==> config.mk <==
export PLATFORM = sky130hd
export DESIGN_NAME = long_press_wipe_controller_unit
export DESIGN_NICKNAME = d
export VERILOG_FILES = /design/src/rtl/core/lpwc_pkg.sv /design/src/rtl/core/lpwc_div.sv /design/src/rtl/core/lpwc_datapath.sv /design/src/rtl/core/lpwc_ctrl.sv /design/src/rtl/core/long_press_wipe_controller_unit.sv
export SDC_FILE = /design/constraint.sdc
export NUM_CORES = 1
export LEC_CHECK = 0
export ABC_AREA = 1
export BUFFER_PORTS_ARGS = -buffer_cell sky130_fd_sc_hd__buf_2
export CAP_MARGIN = 10
export CORE_MARGIN = 8
export CORE_UTILIZATION = 38
export DETAILED_ROUTE_END_ITERATION = 7
export HOLD_SLACK_MARGIN = 0.02
export MAX_ROUTING_LAYER = met4
export SLEW_MARGIN = 15
export SYNTH_ARGS = -nofsm -noshare
export SYNTH_HDL_FRONTEND = slang
export SYNTH_SLANG_ARGS = --single-unit
==> constraint.sdc <==
create_clock -name clk -period 5.8 [get_ports clk]
set_input_delay 0.58 -clock clk [delete_from_list [all_inputs] [get_ports clk]]
set_output_delay 0.58 -clock clk [all_outputs]
set_load 0.05 [all_outputs]
==> src/rtl/core/lpwc_pkg.sv <==
// ----------------------------------------------------------------------------
// lpwc_pkg
// Shared widths, register indexes, reset values and the command and status
// bundles between the long-press wipe controller's sequencer and datapath.
// ----------------------------------------------------------------------------
package lpwc_pkg;

  localparam int TIME_W   = 16;
  localparam int CFG_W    = 16;
  localparam int CMP_W    = (TIME_W > CFG_W) ? TIME_W : CFG_W;
  localparam int DIV_CNT_W = $clog2(CMP_W);
  localparam int CFG_IDX_W = 2;

  localparam logic [CFG_IDX_W-1:0] REG_DEBOUNCE   = 2'd0;
  localparam logic [CFG_IDX_W-1:0] REG_HOLD       = 2'd1;
  localparam logic [CFG_IDX_W-1:0] REG_BLINK_HALF = 2'd2;

  localparam logic [CFG_W-1:0] DEBOUNCE_RST   = 16'd50;
  localparam logic [CFG_W-1:0] HOLD_RST       = 16'd5000;
  localparam logic [CFG_W-1:0] BLINK_HALF_RST = 16'd250;

  typedef struct packed {
    logic load_in;
    logic eval;
    logic div_step;
    logic finish;
  } lpwc_cmd_t;

  typedef struct packed {
    logic need_blink;
    logic div_last;
    logic out_busy;
  } lpwc_sts_t;

endpackage

==> src/rtl/core/lpwc_div.sv <==
// ----------------------------------------------------------------------------
// lpwc_div
// Restoring serial divider, one quotient bit per step; keeps only the last
// quotient bit (the blink phase).
// ----------------------------------------------------------------------------
module lpwc_div
  import lpwc_pkg::*;
(
  input  logic             clk,
  input  logic             load,
  input  logic             step,
  input  logic [CMP_W-1:0] dividend,
  input  logic [CMP_W-1:0] divisor,
  output logic             q_bit,
  output logic             last
);

  logic [CMP_W-1:0]     rem_r, rem_nxt;
  logic [CMP_W-1:0]     dvd_r, dvd_nxt;
  logic [CMP_W-1:0]     dvs_r;
  logic [DIV_CNT_W-1:0] cnt_r, cnt_nxt;
  logic                 q_r, q_nxt;
  logic [CMP_W:0]       rem_sh;

  always_comb begin
    rem_sh  = {rem_r, dvd_r[CMP_W-1]};
    dvd_nxt = {dvd_r[CMP_W-2:0], 1'b0};
    cnt_nxt = cnt_r + DIV_CNT_W'(1);
    if (rem_sh >= {1'b0, dvs_r}) begin
      rem_nxt = CMP_W'(rem_sh - {1'b0, dvs_r});
      q_nxt   = 1'b1;
    end else begin
      rem_nxt = rem_sh[CMP_W-1:0];
      q_nxt   = 1'b0;
    end
  end

  always_ff @(posedge clk) begin
    if (load) begin
      rem_r <= '0;
      dvd_r <= dividend;
      dvs_r <= divisor;
      cnt_r <= '0;
      q_r   <= 1'b0;
    end else if (step) begin
      rem_r <= rem_nxt;
      dvd_r <= dvd_nxt;
      cnt_r <= cnt_nxt;
      q_r   <= q_nxt;
    end
  end

  assign q_bit = q_r;
  assign last  = (cnt_r == DIV_CNT_W'(CMP_W - 1));

endmodule

==> src/rtl/core/lpwc_datapath.sv <==
// ----------------------------------------------------------------------------
// lpwc_datapath
// Config registers, input capture, per-tick state update, blink divider and
// output register.
// ----------------------------------------------------------------------------
module lpwc_datapath
  import lpwc_pkg::*;
(
  input  logic                 clk,
  input  logic                 rst_n,
  input  lpwc_cmd_t            cmd,
  output lpwc_sts_t            sts,
  input  logic                 cfg_we,
  input  logic [CFG_IDX_W-1:0] cfg_index,
  input  logic [CFG_W-1:0]     cfg_data,
  input  logic                 in_switch_level,
  input  logic                 in_cards_detect,
  input  logic                 in_card_init_ok,
  input  logic                 in_volume_init_ok,
  output logic                 out_valid,
  input  logic                 out_stall,
  output logic                 out_led_ready,
  output logic                 out_led_error,
  output logic                 out_unit_is_active,
  output logic                 out_attention,
  output logic                 out_card_power,
  output logic                 out_clear_keys,
  output logic                 out_card_init_request,
  output logic                 out_wipe_request,
  output logic                 out_button_pressed
);

  logic [CFG_W-1:0] debounce_ms_r, hold_ms_r, blink_half_r;

  logic sw_r, cards_r, init_ok_r, vol_ok_r;

  logic [TIME_W-1:0] time_r, db_begin_r, hold_begin_r;
  logic              db_busy_r, debounced_r, seen_pressed_r, ignore_hold_r;
  logic              cards_seen_r, active_r, powered_r;
  logic [1:0]        lamp_r;
  logic              att_r, ck_r, ir_r, wr_r, blink_r;

  logic [TIME_W-1:0] db_begin_nxt, hold_begin_nxt, db_el, hold_el;
  logic              db_busy_nxt, debounced_nxt, seen_pressed_nxt, ignore_hold_nxt;
  logic              cards_seen_nxt, active_nxt, powered_nxt;
  logic [1:0]        lamp_nxt, lamp_fin;
  logic              att_nxt, ck_nxt, ir_nxt, wr_nxt, blink_nxt, btn;
  logic [CMP_W-1:0]  div_dvs;
  logic              q_bit, div_last;

  logic out_valid_r;
  logic led_ready_r, led_error_r, active_o_r, att_o_r, power_o_r;
  logic ck_o_r, ir_o_r, wr_o_r, btn_o_r;

  always_ff @(posedge clk) begin
    if (!rst_n) begin
      debounce_ms_r <= DEBOUNCE_RST;
      hold_ms_r     <= HOLD_RST;
      blink_half_r  <= BLINK_HALF_RST;
    end else if (cfg_we) begin
      case (cfg_index)
        REG_DEBOUNCE:   debounce_ms_r <= cfg_data;
        REG_HOLD:       hold_ms_r     <= cfg_data;
        REG_BLINK_HALF: blink_half_r  <= cfg_data;
        default:        ;
      endcase
    end
  end

  always_ff @(posedge clk) begin
    if (cmd.load_in) begin
      sw_r      <= in_switch_level;
      cards_r   <= in_cards_detect;
      init_ok_r <= in_card_init_ok;
      vol_ok_r  <= in_volume_init_ok;
    end
  end

  always_comb begin
    db_begin_nxt     = db_begin_r;
    hold_begin_nxt   = hold_begin_r;
    db_busy_nxt      = db_busy_r;
    debounced_nxt    = debounced_r;
    seen_pressed_nxt = seen_pressed_r;
    ignore_hold_nxt  = ignore_hold_r;
    cards_seen_nxt   = cards_seen_r;
    active_nxt       = active_r;
    powered_nxt      = powered_r;
    lamp_nxt         = lamp_r;
    att_nxt          = 1'b0;
    ck_nxt           = 1'b0;
    ir_nxt           = 1'b0;
    wr_nxt           = 1'b0;
    blink_nxt        = 1'b0;
    btn              = debounced_r;
    db_el            = time_r - db_begin_r;
    hold_el          = '0;

    if (cards_r != cards_seen_r) begin
      cards_seen_nxt = cards_r;
      att_nxt        = 1'b1;
      if (cards_r) begin
        ignore_hold_nxt  = 1'b0;
        seen_pressed_nxt = 1'b0;
        ir_nxt           = 1'b1;
        if (!init_ok_r) begin
          lamp_nxt[1] = 1'b1;
          powered_nxt = 1'b0;
          ck_nxt      = 1'b1;
          active_nxt  = 1'b0;
        end else begin
          lamp_nxt[0] = 1'b1;
          powered_nxt = 1'b1;
          active_nxt  = 1'b1;
        end
      end else begin
        powered_nxt = 1'b0;
        ck_nxt      = 1'b1;
        active_nxt  = 1'b0;
        lamp_nxt    = 2'b00;
      end
    end

    if (cards_seen_nxt) begin
      if (!(db_busy_r && (CMP_W'(db_el) < CMP_W'(debounce_ms_r)))) begin
        db_busy_nxt = 1'b0;
        if (!sw_r != debounced_r) begin
          debounced_nxt = !sw_r;
          db_busy_nxt   = 1'b1;
          db_begin_nxt  = time_r;
        end
      end
      btn = debounced_nxt;
      if (btn != seen_pressed_nxt) begin
        seen_pressed_nxt = btn;
        if (btn) begin
          hold_begin_nxt = time_r;
          lamp_nxt[0]    = 1'b0;
          active_nxt     = 1'b0;
          att_nxt        = 1'b1;
        end else begin
          if (!ignore_hold_nxt) begin
            active_nxt = 1'b1;
            att_nxt    = 1'b1;
            lamp_nxt   = 2'b01;
          end
          ignore_hold_nxt = 1'b0;
        end
      end
      if (seen_pressed_nxt && !ignore_hold_nxt) begin
        hold_el = time_r - hold_begin_nxt;
        if (CMP_W'(hold_el) >= CMP_W'(hold_ms_r)) begin
          if (!powered_nxt) ir_nxt = 1'b1;
          wr_nxt = 1'b1;
          if (vol_ok_r) begin
            lamp_nxt    = 2'b01;
            active_nxt  = 1'b1;
            att_nxt     = 1'b1;
            powered_nxt = 1'b1;
          end else begin
            powered_nxt = 1'b0;
            ck_nxt      = 1'b1;
            lamp_nxt    = 2'b10;
            active_nxt  = 1'b0;
          end
          ignore_hold_nxt = 1'b1;
        end else begin
          blink_nxt = 1'b1;
        end
      end
    end

    div_dvs = (blink_half_r == '0) ? CMP_W'(1) : CMP_W'(blink_half_r);
  end

  lpwc_div u_div (
    .clk      (clk),
    .load     (cmd.eval),
    .step     (cmd.div_step),
    .dividend (CMP_W'(hold_el)),
    .divisor  (div_dvs),
    .q_bit    (q_bit),
    .last     (div_last)
  );

  always_ff @(posedge clk) begin
    if (!rst_n) begin
      time_r         <= '0;
      db_busy_r      <= 1'b1;
      db_begin_r     <= '0;
      debounced_r    <= 1'b0;
      seen_pressed_r <= 1'b0;
      ignore_hold_r  <= 1'b0;
      hold_begin_r   <= '0;
      cards_seen_r   <= 1'b0;
      lamp_r         <= 2'b00;
      active_r       <= 1'b0;
      powered_r      <= 1'b0;
    end else if (cmd.eval) begin
      time_r         <= time_r + TIME_W'(1);
      db_busy_r      <= db_busy_nxt;
      db_begin_r     <= db_begin_nxt;
      debounced_r    <= debounced_nxt;
      seen_pressed_r <= seen_pressed_nxt;
      ignore_hold_r  <= ignore_hold_nxt;
      hold_begin_r   <= hold_begin_nxt;
      cards_seen_r   <= cards_seen_nxt;
      lamp_r         <= lamp_nxt;
      active_r       <= active_nxt;
      powered_r      <= powered_nxt;
    end else if (cmd.finish) begin
      lamp_r <= lamp_fin;
    end
  end

  always_ff @(posedge clk) begin
    if (cmd.eval) begin
      att_r   <= att_nxt;
      ck_r    <= ck_nxt;
      ir_r    <= ir_nxt;
      wr_r    <= wr_nxt;
      blink_r <= blink_nxt;
    end
  end

  assign lamp_fin = blink_r ? {q_bit, lamp_r[0]} : lamp_r;

  always_ff @(posedge clk) begin
    if (!rst_n) begin
      out_valid_r <= 1'b0;
    end else if (cmd.finish) begin
      out_valid_r <= 1'b1;
    end else if (!out_stall) begin
      out_valid_r <= 1'b0;
    end
  end

  always_ff @(posedge clk) begin
    if (cmd.finish) begin
      led_ready_r <= lamp_fin[0];
      led_error_r <= lamp_fin[1];
      active_o_r  <= active_r;
      att_o_r     <= att_r;
      power_o_r   <= powered_r;
      ck_o_r      <= ck_r;
      ir_o_r      <= ir_r;
      wr_o_r      <= wr_r;
      btn_o_r     <= debounced_r;
    end
  end

  assign sts.need_blink = blink_nxt;
  assign sts.div_last   = div_last;
  assign sts.out_busy   = out_valid_r && out_stall;

  assign out_valid             = out_valid_r;
  assign out_led_ready         = led_ready_r;
  assign out_led_error         = led_error_r;
  assign out_unit_is_active    = active_o_r;
  assign out_attention         = att_o_r;
  assign out_card_power        = power_o_r;
  assign out_clear_keys        = ck_o_r;
  assign out_card_init_request = ir_o_r;
  assign out_wipe_request      = wr_o_r;
  assign out_button_pressed    = btn_o_r;

endmodule

==> src/rtl/core/lpwc_ctrl.sv <==
// ----------------------------------------------------------------------------
// lpwc_ctrl
// Sequencer: accept a tick, evaluate, run the blink divider if needed, then
// hand the result to the output register.
// ----------------------------------------------------------------------------
module lpwc_ctrl
  import lpwc_pkg::*;
(
  input  logic      clk,
  input  logic      rst_n,
  input  logic      in_valid,
  output logic      in_stall,
  input  lpwc_sts_t sts,
  output lpwc_cmd_t cmd
);

  typedef enum logic [1:0] {
    ST_IDLE,
    ST_EVAL,
    ST_DIV,
    ST_FIN
  } state_t;

  state_t state_r, state_nxt;
  logic   stall_r, stall_nxt;

  always_comb begin
    state_nxt = state_r;
    stall_nxt = stall_r;
    cmd       = '0;
    case (state_r)
      ST_IDLE: begin
        if (in_valid && !stall_r) begin
          cmd.load_in = 1'b1;
          state_nxt   = ST_EVAL;
          stall_nxt   = 1'b1;
        end
      end
      ST_EVAL: begin
        cmd.eval  = 1'b1;
        state_nxt = sts.need_blink ? ST_DIV : ST_FIN;
      end
      ST_DIV: begin
        cmd.div_step = 1'b1;
        if (sts.div_last) state_nxt = ST_FIN;
      end
      ST_FIN: begin
        if (!sts.out_busy) begin
          cmd.finish = 1'b1;
          state_nxt  = ST_IDLE;
          stall_nxt  = 1'b0;
        end
      end
      default: begin
        state_nxt = ST_IDLE;
        stall_nxt = 1'b0;
      end
    endcase
  end

  always_ff @(posedge clk) begin
    if (!rst_n) begin
      state_r <= ST_IDLE;
      stall_r <= 1'b0;
    end else begin
      state_r <= state_nxt;
      stall_r <= stall_nxt;
    end
  end

  assign in_stall = stall_r;

endmodule

==> src/rtl/core/long_press_wipe_controller_unit.sv <==
// ----------------------------------------------------------------------------
// long_press_wipe_controller_unit
// Flow: an accepted tick is captured, evaluated and, while the hold blink runs,
// run through the 16-step serial divider (blink phase), then out_valid rises.
// Input: a new tick is taken only once the previous result reaches the output register.
// Reset: synchronous rst_n restores register defaults and starts time at 0.
// ----------------------------------------------------------------------------
module long_press_wipe_controller_unit
  import lpwc_pkg::*;
(
  input  logic                 clk,
  input  logic                 rst_n,
  input  logic                 cfg_valid,
  output logic                 cfg_ready,
  input  logic [CFG_IDX_W-1:0] cfg_index,
  input  logic [CFG_W-1:0]     cfg_data,
  input  logic                 in_valid,
  output logic                 in_stall,
  input  logic                 in_switch_level,
  input  logic                 in_cards_detect,
  input  logic                 in_card_init_ok,
  input  logic                 in_volume_init_ok,
  output logic                 out_valid,
  input  logic                 out_stall,
  output logic                 out_led_ready,
  output logic                 out_led_error,
  output logic                 out_unit_is_active,
  output logic                 out_attention,
  output logic                 out_card_power,
  output logic                 out_clear_keys,
  output logic                 out_card_init_request,
  output logic                 out_wipe_request,
  output logic                 out_button_pressed
);

  lpwc_cmd_t cmd;
  lpwc_sts_t sts;

  assign cfg_ready = 1'b1;

  lpwc_ctrl u_ctrl (
    .clk      (clk),
    .rst_n    (rst_n),
    .in_valid (in_valid),
    .in_stall (in_stall),
    .sts      (sts),
    .cmd      (cmd)
  );

  lpwc_datapath u_dp (
    .clk                   (clk),
    .rst_n                 (rst_n),
    .cmd                   (cmd),
    .sts                   (sts),
    .cfg_we                (cfg_valid && cfg_ready),
    .cfg_index             (cfg_index),
    .cfg_data              (cfg_data),
    .in_switch_level       (in_switch_level),
    .in_cards_detect       (in_cards_detect),
    .in_card_init_ok       (in_card_init_ok),
    .in_volume_init_ok     (in_volume_init_ok),
    .out_valid             (out_valid),
    .out_stall             (out_stall),
    .out_led_ready         (out_led_ready),
    .out_led_error         (out_led_error),
    .out_unit_is_active    (out_unit_is_active),
    .out_attention         (out_attention),
    .out_card_power        (out_card_power),
    .out_clear_keys        (out_clear_keys),
    .out_card_init_request (out_card_init_request),
    .out_wipe_request      (out_wipe_request),
    .out_button_pressed    (out_button_pressed)
  );

endmodule

Yosys cells after proc, flatten, opt, wreduce, memory -nomap -nowiden

Index checks and enable logic that the tools add are counted.

Bits in registers: 180
Bits of input ports: 27
Output and inout port bits: 12
Logic and storage cells: 181

$add $sub $neg: 5
Magnitude comparators: 3
Eq/ne operators: 13
Multiplexer cells: 97
Bitwise gates (word level): 1
Reduce and logical (&&, ||, !) cells: 22

Operator list:

| cell                                                   | count |
|---|---|
| two-way mux 16 bit                                     | 8 |
| two-way mux 1 bit                                      | 73 |
| subtractor 16 bit                                      | 3 |
| two-way mux 2 bit                                      | 14 |
| greater-or-equal comparator 17 x 16 -> 1 bit           | 1 |
| adder 16 x 1 -> 16 bit (second input constant)         | 1 |
| greater-or-equal comparator 16 bit                     | 1 |
| zero test 16 bit                                       | 1 |
| < comparator 16 bit                                    | 1 |
| AND reduction 2 bit                                    | 5 |
| AND reduction 3 bit                                    | 3 |
| case mux 2 bit (4 select lines)                        | 1 |
| equality test 2 bit (second input constant)            | 3 |
| inequality test 2 x 1 -> 1 bit (second input constant) | 3 |
| nonzero test 2 bit                                     | 3 |
| adder 4 x 1 -> 4 bit (second input constant)           | 1 |
| equality test 2 x 1 -> 1 bit (second input constant)   | 2 |
| equality test 4 bit (second input constant)            | 1 |
| logical AND 1 bit                                      | 4 |
| zero test 2 bit                                        | 2 |
| AND reduction 4 bit                                    | 1 |
| zero test 1 bit                                        | 3 |
| inequality test 1 bit                                  | 3 |
| inequality test 2 bit (second input constant)          | 1 |
| 2 further kinds                                        | 2 |

Longest topological paths before layout

Gate-level depths: netlist (run 1).

Depth after elaboration: 15
Gate-level depth with buffers: 52
Mapped depth without buffers: 51

Hierarchy

Synthesis (run 1) repeated with hierarchy kept, for this count alone.

Cells, all modules: 1492
Area total of the unflattened synthesis: 10802.9 µm²

Modules (own cells, without submodules):

| module                          | times used | cells each | area an instance (µm²) | sequential area each (µm²) |
|---|---|---|---|---|
| lpwc_datapath                   | 1          | 999        | 7338.3                 | 2662.6 |
| lpwc_div                        | 1          | 454        | 3199.3                 | 1381.3 |
| lpwc_ctrl                       | 1          | 37         | 254.0                  | 60.1 |
| long_press_wipe_controller_unit | 1          | 2          | 11.3                   | 0.0 |

Worst setup path after synthesis (run 1)

No wires, ideal clock.

Path kind: flip-flop to flip-flop
From: register u_dp.time_r[0]
To: register u_dp.powered_r
Setup time: 70 ps
Arrival: 6054 ps
Required time: 5730 ps
Path slack: -325 ps
Cell stages (with the launch flop): 49
Buffers on the path: 1
Clock period less this slack: 6125 ps
Path through: dfxtp_1 > inv_1 > ha_1 > fa_1 > o21ai_1 > a21o_1 > a21oi_1 > o21ai_1 > a21oi_1 > o21bai_1 > nand2_1 > inv_1 > o21ai_0 > nand2_1 > xor2_1 > ha_1 > nand2_1 > inv_1 > (+13 left out) > nor2_1 > o21ai_4 > nand2_2 > nand2_4 > nand2_2 > nand3b_1 > and2_1 > ha_1 > nand2_1 > nor3_1 > nand3_1 > nand3_1 > nand3_2 > nor2_1 > inv_1 > o21ai_0 > nand3_1 > a21oi_1

Longest elaborated chain between the ends: 13
Elaborated cells on any way between the ends: 21
Classes of those cells: add/sub (2); order compare (2); eq/ne (1); mux (13); reduce/logical (3)

Ends and longest elaborated chain:

| item                                                        | line                                       | text |
|---|---|---|
| start: declaration                                          | lpwc_datapath.sv:37                        | `logic [TIME_W-1:0] time_r, db_begin_r, hold_begin_r;` |
| start signal: assignment                                    | lpwc_datapath.sv:200                       | `time_r <= time_r + TIME_W'(1);` |
| subtractor 16 bit                                           | lpwc_datapath.sv:96                        | `db_el = time_r - db_begin_r;` |
| < comparator 16 bit                                         | lpwc_datapath.sv:125                       | `if (!(db_busy_r && (CMP_W'(db_el) < CMP_W'(debounce_ms_r)))) begin` |
| logical AND 1 bit                                           | lpwc_datapath.sv:125                       |  |
| two-way mux 1 bit                                           | lpwc_datapath.sv:125                       |  |
| two-way mux 1 bit                                           | lpwc_datapath.sv:124                       | `if (cards_seen_nxt) begin` |
| two-way mux 16 bit or inequality test 1 bit (tied branches) | lpwc_datapath.sv:136, lpwc_datapath.sv:134 |  |
| two-way mux 16 bit                                          | lpwc_datapath.sv:134                       | `if (btn != seen_pressed_nxt) begin` |
| two-way mux 16 bit                                          | lpwc_datapath.sv:124                       |  |
| subtractor 16 bit                                           | lpwc_datapath.sv:151                       | `hold_el = time_r - hold_begin_nxt;` |
| greater-or-equal comparator 16 bit                          | lpwc_datapath.sv:152                       | `if (CMP_W'(hold_el) >= CMP_W'(hold_ms_r)) begin` |
| two-way mux 1 bit                                           | lpwc_datapath.sv:152                       |  |
| two-way mux 1 bit *                                         | lpwc_datapath.sv:150                       | `if (seen_pressed_nxt && !ignore_hold_nxt) begin` |
| two-way mux 1 bit *                                         | lpwc_datapath.sv:124                       |  |
| end signal: assignment                                      | lpwc_datapath.sv:210                       | `powered_r <= powered_nxt;` |
| end: declaration                                            | lpwc_datapath.sv:39                        | `logic cards_seen_r, active_r, powered_r;` |

Every way passes the cells marked *; elsewhere a longest branch is shown, timed or not. The select of a mux whose other input is x is not followed.
A chain may end at the register's enable or synchronous reset.

Final worst setup path (run 1)

From: register u_dp.db_begin_r[2]
To: register u_dp.powered_r

Longest elaborated chain between the ends: 13
Elaborated cells on any way between the ends: 21
Classes of those cells: add/sub (2); order compare (2); eq/ne (1); mux (13); reduce/logical (3)

Ends and longest elaborated chain:

| item                                                        | line                                       | text |
|---|---|---|
| start: declaration                                          | lpwc_datapath.sv:37                        |  |
| start signal: assignment                                    | lpwc_datapath.sv:202                       | `db_begin_r <= db_begin_nxt;` |
| subtractor 16 bit *                                         | lpwc_datapath.sv:96                        |  |
| < comparator 16 bit *                                       | lpwc_datapath.sv:125                       |  |
| logical AND 1 bit *                                         | lpwc_datapath.sv:125                       |  |
| two-way mux 1 bit *                                         | lpwc_datapath.sv:125                       |  |
| two-way mux 1 bit *                                         | lpwc_datapath.sv:124                       |  |
| two-way mux 16 bit or inequality test 1 bit (tied branches) | lpwc_datapath.sv:136, lpwc_datapath.sv:134 |  |
| two-way mux 16 bit                                          | lpwc_datapath.sv:134                       |  |
| two-way mux 16 bit                                          | lpwc_datapath.sv:124                       |  |
| subtractor 16 bit                                           | lpwc_datapath.sv:151                       |  |
| greater-or-equal comparator 16 bit                          | lpwc_datapath.sv:152                       |  |
| two-way mux 1 bit                                           | lpwc_datapath.sv:152                       |  |
| two-way mux 1 bit *                                         | lpwc_datapath.sv:150                       |  |
| two-way mux 1 bit *                                         | lpwc_datapath.sv:124                       |  |

Marks and branches as above.

==> run_results.csv, run 1 <==
group,metric,value,unit
logic_synthesis,number_of_flops_mapped_to_enable_cells_by_yosys,50,
status,failed_checks,"negative setup slack",
grt,grt_start_max_net_pins,61,
drt,route.detailed.drc,0,
final_layout,n_fill_cell,2584,
timing,finalCriticalPeriod,6.10,ns
placement,setup_slack_after_placement,-0.409,ns
logic_synthesis,synth_area_leader_cell,"dfxtp_1",
final_layout,finish.utilization,48.2,%
setup_path,timing.rr.end,"u_dp.powered_r",
drt,postRouteWirelength,26900,µm
clock_tree,cts-root-to-sink-buffers,2,
logic_synthesis,netlist_area,0.0103,mm²
logic_synthesis,synth_nets,1436,
final_layout,post_route_cells_drive_above_1_share,24.8,%
die,floorplan.die_area,0.0327,mm²
clock_tree,cts.reportedPaths.clkPinSlew,0.07,ns
grt,grt_antenna_before_repair,0,
placement,gp_congestion,0.879,
setup_path,worst_ep_required_time,6.15,ns
drt,drtAntennaViolNets,0,
final_layout,area_growth_syn_to_layout,25.1,%
die,design.portCount,39,
grt,groute.usage.overall,16.8,%
timing,rsz_0062_raised_after_global_routing,"yes",
die,start_util,38.5,%
drt,wl_per_cell,14.8,µm
placement,placement.io_buffers,37,
logic_synthesis,synthesis_warnings,0,
setup_path,critPathLaunch,"u_dp.db_begin_r[2]",
drt,detailedRoute.firstIterationViolations,662,
logic_synthesis,async_reset_ff_share,0,%
clock_tree,ctsRootBufferMaster,"clkbuf_16",
logic_synthesis,yosysSeqAreaShare,39.8,%
drt,routed-via-count,9084,
grt,first_pass_grt_wire_length,43700,µm
clock_tree,cts_htree_levels,4,
min_path,cells_on_worst_hold_path,1,
final_layout,final_common_cell,"nand2_1",
job,max-cap-violations,0,
timing,slew_headroom,42.3,%
drt,first_pass_iters,5,
timing,finalCritPeriodShare,105,%
clock_tree,clk_latency,0.44,ns
clock_tree,cts_buffers,17,
status,status,"finished, violations left",
setup_path,critical_path.startpoint_type,"flop",
setup_path,worst_setup_path_end_kind,"flop",
placement,dp_hpwl,19500,µm
setup_path,r2r_setup_slack,-0.30,ns
timing,fin_skew,0.0172,ns
logic_synthesis,syn_area_per_cell,7.79,µm²
grt,gr_overflow_total,0,
clock_tree,tritoncts,"built",
setup_path,cp_slowest_cell,"dfxtp_2",
final_layout,num-nets-final,1578,
timing,worst_pin_slew,0.863,ns
min_path,worst_hold_startpoint,"in_card_init_ok",
logic_synthesis,synthFlopType,"dfxtp_1",
die,core_region_area,0.0268,mm²
setup_path,crit_fanout,6,
setup_path,crit_arrival,6.45,ns
drt,drt-vias-per-instance,4.99,
logic_synthesis,synth.distinct_cells,65,
logic_synthesis,synth.area.top_cells,"dfxtp_1 25%, edfxtp_1 15%, ha_1 9.9%",
setup_path,cp_slowest_stage_delay,0.32,ns
logic_synthesis,seq_cells_post_synth,180,
timing,upper_clock_frequency_limit,164,MHz
setup_path,critical_path.most_common_cell,"nand2_1",
die,fp-row-count,60,
grt,grt_pass1_vias,8750,
grt,grt_util_met3,2.41,%
die,die_span_in_y,181,µm
min_path,worst_hold_path_type,"input port to flop",
min_path,min_to,"u_dp.init_ok_r",
clock_tree,tritoncts_num_sinks,180,
setup_path,reg2reg_from,"u_dp.db_begin_r[2]",
setup_path,reg2reg_depth,46,
grt,gr-usage-met1,20.3,%
logic_synthesis,synthesis.instances,1324,
logic_synthesis,synth_top_cell_area_share,25.2,%
die,die_width,181,µm
grt,use_met2,27.9,%
final_layout,insertedDiodeCount,0,
timing,setup_viol_count_final,11,
setup_path,worstSetupPathType,"flop to flop",
timing,drv_slew,0,
grt,grt-busiest-layer,"met2",
final_layout,most-common-layout-cells,"236 x nand2_1, 178 x inv_1, 133 x buf_4, 126 x a21oi_1, 123 x dfxtp_1",
timing,postLayoutSetupSlackWorst,-0.303,ns
clock_tree,hold_buffers,0,
timing,hold_violations,0,
-- area by class of cell --
class / count / area, µm² / share of cell area [%]
inverter: 199 / 762 / 5.90
timing repair buffer: 177 / 1280 / 9.92
multi-input combinational: 889 / 5710 / 44.2
tap: 341 / 427 / 3.31
clock buffer: 17 / 425 / 3.30
clock inverter: 15 / 170 / 1.32
sequential: 180 / 4120 / 31.9
timing repair inverter: 2 / 20.0 / 0.155
-- cell families after synthesis --
kind of cell	count (synthesis)	synth area share, %
simple gates	443	19.7
compound gates	335	18.1
buf+inv	255	9.63
flops	180	39.8
fa+ha+maj	85	10.5
xor+xnor	24	2.11
other cells	1	0.0364
mux	1	0.0971
-- repair_timing --
item	4_1_cts	5_1_grt
pin swaps	61	45
gates resized for setup	40	60
buffers inserted	26	11
cloned	2	0
setup endpoints to repair	11	12
-- synthesized netlist by cell type, types with 17 or more instances --
master,number
edfxtp_1,50
a21oi_1,142
nor2_1,56
nor3_1,17
ha_1,82
o21ai_0,105
nand2_1,247
inv_1,188
clkbuf_1,45
nand3_1,52
o21ai_1,18
dfxtp_1,130
o211ai_1,28
-- through the flow --
step	area, µm²	hold slack, ns	setup TNS [ns]	cells
4_1_cts	12600	0.320	-2.60	1816
5_1_grt	12900	0.320	-7.85	1820
2_1_floorplan	10400	0.400	-0.178	1324
6_report	12900	0.331	-2.53	1820
3_5_place_dp	11600	0.408	-3.21	1758
3_3_place_gp	11600	0.402	-2.80	1758
-- worst max path at each step --
stage	slack [ns]	to
floorplan	-0.04	u_dp.powered_r
global placement	-0.36	u_dp.powered_r
global route	-0.80	u_dp.active_r
CTS	-0.29	u_dp.lamp_r[1]
detailed placement	-0.41	u_dp.powered_r
finish	-0.30	u_dp.powered_r
-- per-layer routing --
layer  routed length [µm]  vias to the layer above
li1                     -                     4698
met2                12900                      162
met4                  800                        0
met1                12300                     4179
met5                    0                        -
met3                  934                       45
-- critical path: cells and delay by family (launching register included) --
kind            cells  cell delay, ns
fa+ha+maj           4            1.07
xor+xnor            1            0.15
simple gates       25            2.75
compound gates     10            1.28
flops               1            0.32
buf+inv             6            0.44
Power of run 1 is not shown: default switching activity piles up to over one toggle a cycle in this logic, so the estimate is an artifact.
==> run 2, diff against run 1 <==
--- a/config.mk
+++ b/config.mk
@@ -5,7 +5,6 @@
 export SDC_FILE = /design/constraint.sdc
 export NUM_CORES = 1
 export LEC_CHECK = 0
-export ABC_AREA = 1
 export BUFFER_PORTS_ARGS = -buffer_cell sky130_fd_sc_hd__buf_2
 export CAP_MARGIN = 10
 export CORE_MARGIN = 8
==> run 2 against run 1 <==
The run still ends with negative setup slack left. Flip-flop and latch count stayed put. First-iteration DRC count is 22% lower. Register-to-register slack worse by 1.5 ns. Highest routed layer unchanged. Worst hold slack worse by 0.013 ns.
==> run_results.csv, run 2 <==
group,metric,value,unit
clock_tree,cts-root-to-sink-buffers,2,
logic_synthesis,synth.area.top_cells,"dfxtp_1 25%, edfxtp_1 14%, ha_1 9.8%",
timing,drv_slew,0,
drt,dr_wl_met2,12000,µm
placement,placed_cell_count,1633,
timing,setup_viol_count_final,21,
timing,postLayoutSetupSlackWorst,-1.85,ns
setup_path,crit_fanout,6,
grt,grt_pass1_vias,8332,
clock_tree,tritoncts_num_sinks,180,
drt,dr.max_layer_used,"met4",
timing,hold_violations,0,
setup_path,critical_path.most_common_cell,"a21oi_2",
timing,fin_skew,0.0131,ns
die,die_span_in_y,182,µm
drt,drtAntennaViolNets,0,
power,pleak,5.64,nW
status,failed_checks,"negative setup slack",
placement,gp_congestion,0.841,
final_layout,insertedDiodeCount,0,
clock_tree,cts_buffers,17,
power,vdd.ir_drop.worst,0.000296,V
drt,drt-vias-per-instance,5.12,
drt,wl_met1,12200,µm
timing,finalCritPeriodShare,132,%
final_layout,final_common_cell,"nand2_1",
final_layout,num-nets-final,1434,
drt,wl_per_cell,15.0,µm
clock_tree,hold_buffers,0,
setup_path,critPathLaunch,"u_dp.db_begin_r[1]",
drt,routed-via-count,8602,
logic_synthesis,yosysSeqAreaShare,39.1,%
setup_path,worst_setup_path_end_kind,"flop",
power,switching_share,39.8,%
power,power_frac_clock,16.4,%
drt,first_pass_iters,5,
setup_path,crit_arrival,7.98,ns
setup_path,critical_path.startpoint_type,"flop",
timing,worst_pin_slew,1.01,ns
timing,tns,-21.26,ns
setup_path,r2r_setup_slack,-1.85,ns
power,power.net_switching,2.81,mW
grt,first_pass_grt_wire_length,41800,µm
placement,dp_hpwl,18600,µm
timing,upper_clock_frequency_limit,131,MHz
drt,postRouteWirelength,25200,µm
logic_synthesis,synthFlopType,"dfxtp_1",
setup_path,worst_ep_required_time,6.14,ns
die,design.portCount,39,
clock_tree,cts_htree_levels,4,
final_layout,post_route_cells_drive_above_1_share,22.4,%
grt,gr_overflow_total,0,
logic_synthesis,synth_top_cell_area_share,24.8,%
die,die_width,182,µm
timing,holdWs,0.318,ns
setup_path,worstSetupPathType,"flop to flop",
logic_synthesis,synth_top_family_by_area,"compound AO/OA/AOI/OAI gates",
grt,grt_start_max_net_pins,71,
clock_tree,tritoncts,"built",
logic_synthesis,yosysMostFrequentCell,"nand2_1",
logic_synthesis,synth_area_leader_cell,"dfxtp_1",
logic_synthesis,synthesis_warnings,0,
power,power.total,7.06,mW
logic_synthesis,syn_area_per_cell,8.78,µm²
setup_path,cp_slowest_stage_delay,0.35,ns
setup_path,timing.rr.end,"u_dp.active_r",
die,fp-row-count,61,
drt,route.detailed.drc,0,
job,max-cap-violations,0,
setup_path,timing.critical_path.to,"u_dp.active_r",
final_layout,area_growth_syn_to_layout,23.0,%
logic_synthesis,synth.distinct_cells,76,
logic_synthesis,synth.cells.most_frequent,"174 x nand2_1, 130 x dfxtp_1, 95 x inv_1, 82 x ha_1, 69 x nor2_1",
clock_tree,clk_latency,0.45,ns
placement,postPlaceCellArea,0.0119,mm²
min_path,worst_hold_path_type,"input port to flop",
clock_tree,cts.reportedPaths.clkPinSlew,0.07,ns
logic_synthesis,synth_nets,1306,
die,floorplan.die_area,0.0332,mm²
setup_path,cp_slowest_cell,"or3_4",
logic_synthesis,synth_xor_xnor_area_share,3.92,%
timing,finalCriticalPeriod,7.65,ns
final_layout,post-route-cell-area,0.0129,mm²
final_layout,finish.utilization,46.9,%
grt,grt_antenna_before_repair,0,
logic_synthesis,synth_simple_gate_area_share,18.6,%
final_layout,final-instance-count-excl-fill,1681,
logic_synthesis,synth-compound-area-share,18.9,%
placement,setup_slack_after_placement,-1.92,ns
logic_synthesis,synthesis.instances,1194,
clock_tree,ctsRootBufferMaster,"clkbuf_16",
power,internal-power,4.25,mW
setup_path,worstPathBufferInverterCount,3,
timing,rsz_0062_raised_after_global_routing,"yes",
timing,slew_headroom,32.3,%
logic_synthesis,netlist_area,0.0105,mm²
power,share_seq_of_total_power,24.8,%
logic_synthesis,synth.area.mux_share,3.09,%
setup_path,cp.depth,41,
grt,groute.usage.overall,16.0,%
drt,detailedRoute.firstIterationViolations,518,
die,core_region_area,0.0275,mm²
die,start_util,38.2,%
final_layout,most-common-layout-cells,"173 x nand2_1, 131 x buf_4, 126 x dfxtp_1, 92 x inv_1, 77 x ha_1",
status,status,"finished, violations left",
power,power-per-cell-area,548,mW/mm²
logic_synthesis,synthAdderAreaFrac,10.4,%
placement,placement.io_buffers,37,
setup_path,reg2reg_depth,41,
setup_path,timing.critical_path.max_delay_family,"compound AO/OA/AOI/OAI gates",
setup_path,reg2reg_from,"u_dp.db_begin_r[1]",
drt,dr_wl_met3,644,µm
power,share_comb_of_total_power,58.8,%
logic_synthesis,seq_cells_post_synth,180,
logic_synthesis,number_of_flops_mapped_to_enable_cells_by_yosys,50,
logic_synthesis,async_reset_ff_share,0,%
[run 2: changes by cell type after synthesis, moves of 49 or more]
| cell | delta |
|---|---|
| inv_1 | -93 |
| a21oi_1 | -93 |
| nand2_1 | -73 |
| a21boi_0 | +49 |
| o21ai_0 | -61 |
[run 2: cells by family (layout without fill, tap and decap cells)]
logic type	after synthesis	in the layout
simple gates	410	410
compound gates	277	277
flops	180	180
buf+inv	161	302
fa+ha+maj	86	86
xor+xnor	47	47
mux	32	32
other cells	1	1
[run 2: worst min path at each step]
| stage | startpoint | to | slack, ns | depth (start not counted) |
|---|---|---|---|---|
| after floorplan | u_dp.att_r | u_dp.out_attention | 0.40 | 0 |
| after global placement | u_dp.att_r | u_dp.out_attention | 0.40 | 0 |
| after detailed placement | u_dp.ir_r | u_dp.out_card_init_request | 0.40 | 0 |
| after CTS | in_switch_level | u_dp.sw_r | 0.29 | 1 |
| after global routing | in_switch_level | u_dp.sw_r | 0.30 | 1 |
| final | in_card_init_ok | u_dp.init_ok_r | 0.32 | 1 |
[run 2: per-layer routing]
metal  global-route usage (%)  vias up
met5                        -        -
met4                     5.18        0
met3                     2.60       27
met2                     26.0       97
met1                     20.1     4042
li1                         -     4436
[run 2: layout make-up]
cell class | count | area [µm²]
Timing Repair Buffer | 174 | 1240
Fill cell | 2619 | 14600
Inverter | 96 | 363
Clock inverter | 15 | 158
Tap cell | 346 | 433
Multi-Input combinational cell | 853 | 6180
Clock buffer | 17 | 425
Sequential cell | 180 | 4110
[run 2: power groups by stage]
stage	Sequential, mW	Clock (mW)	Combinational (mW)
2_1_floorplan	1.77	0	2.48
3_3_place_gp	1.77	0	3.66
3_5_place_dp	1.77	0	3.69
4_1_cts	1.75	1.19	3.99
5_1_grt	1.78	1.24	4.59
6_report	1.75	1.16	4.16
[run 2: what timing repair did]
item                                   in CTS  in global routing
pin swaps                                  13                 57
setup endpoints to repair                  22                 23
endpoints found under the hold margin       0                  0
buffers inserted                           12                 10
gates resized for setup                    24                 34
No activity file was read; power rests on OpenSTA's default activity.
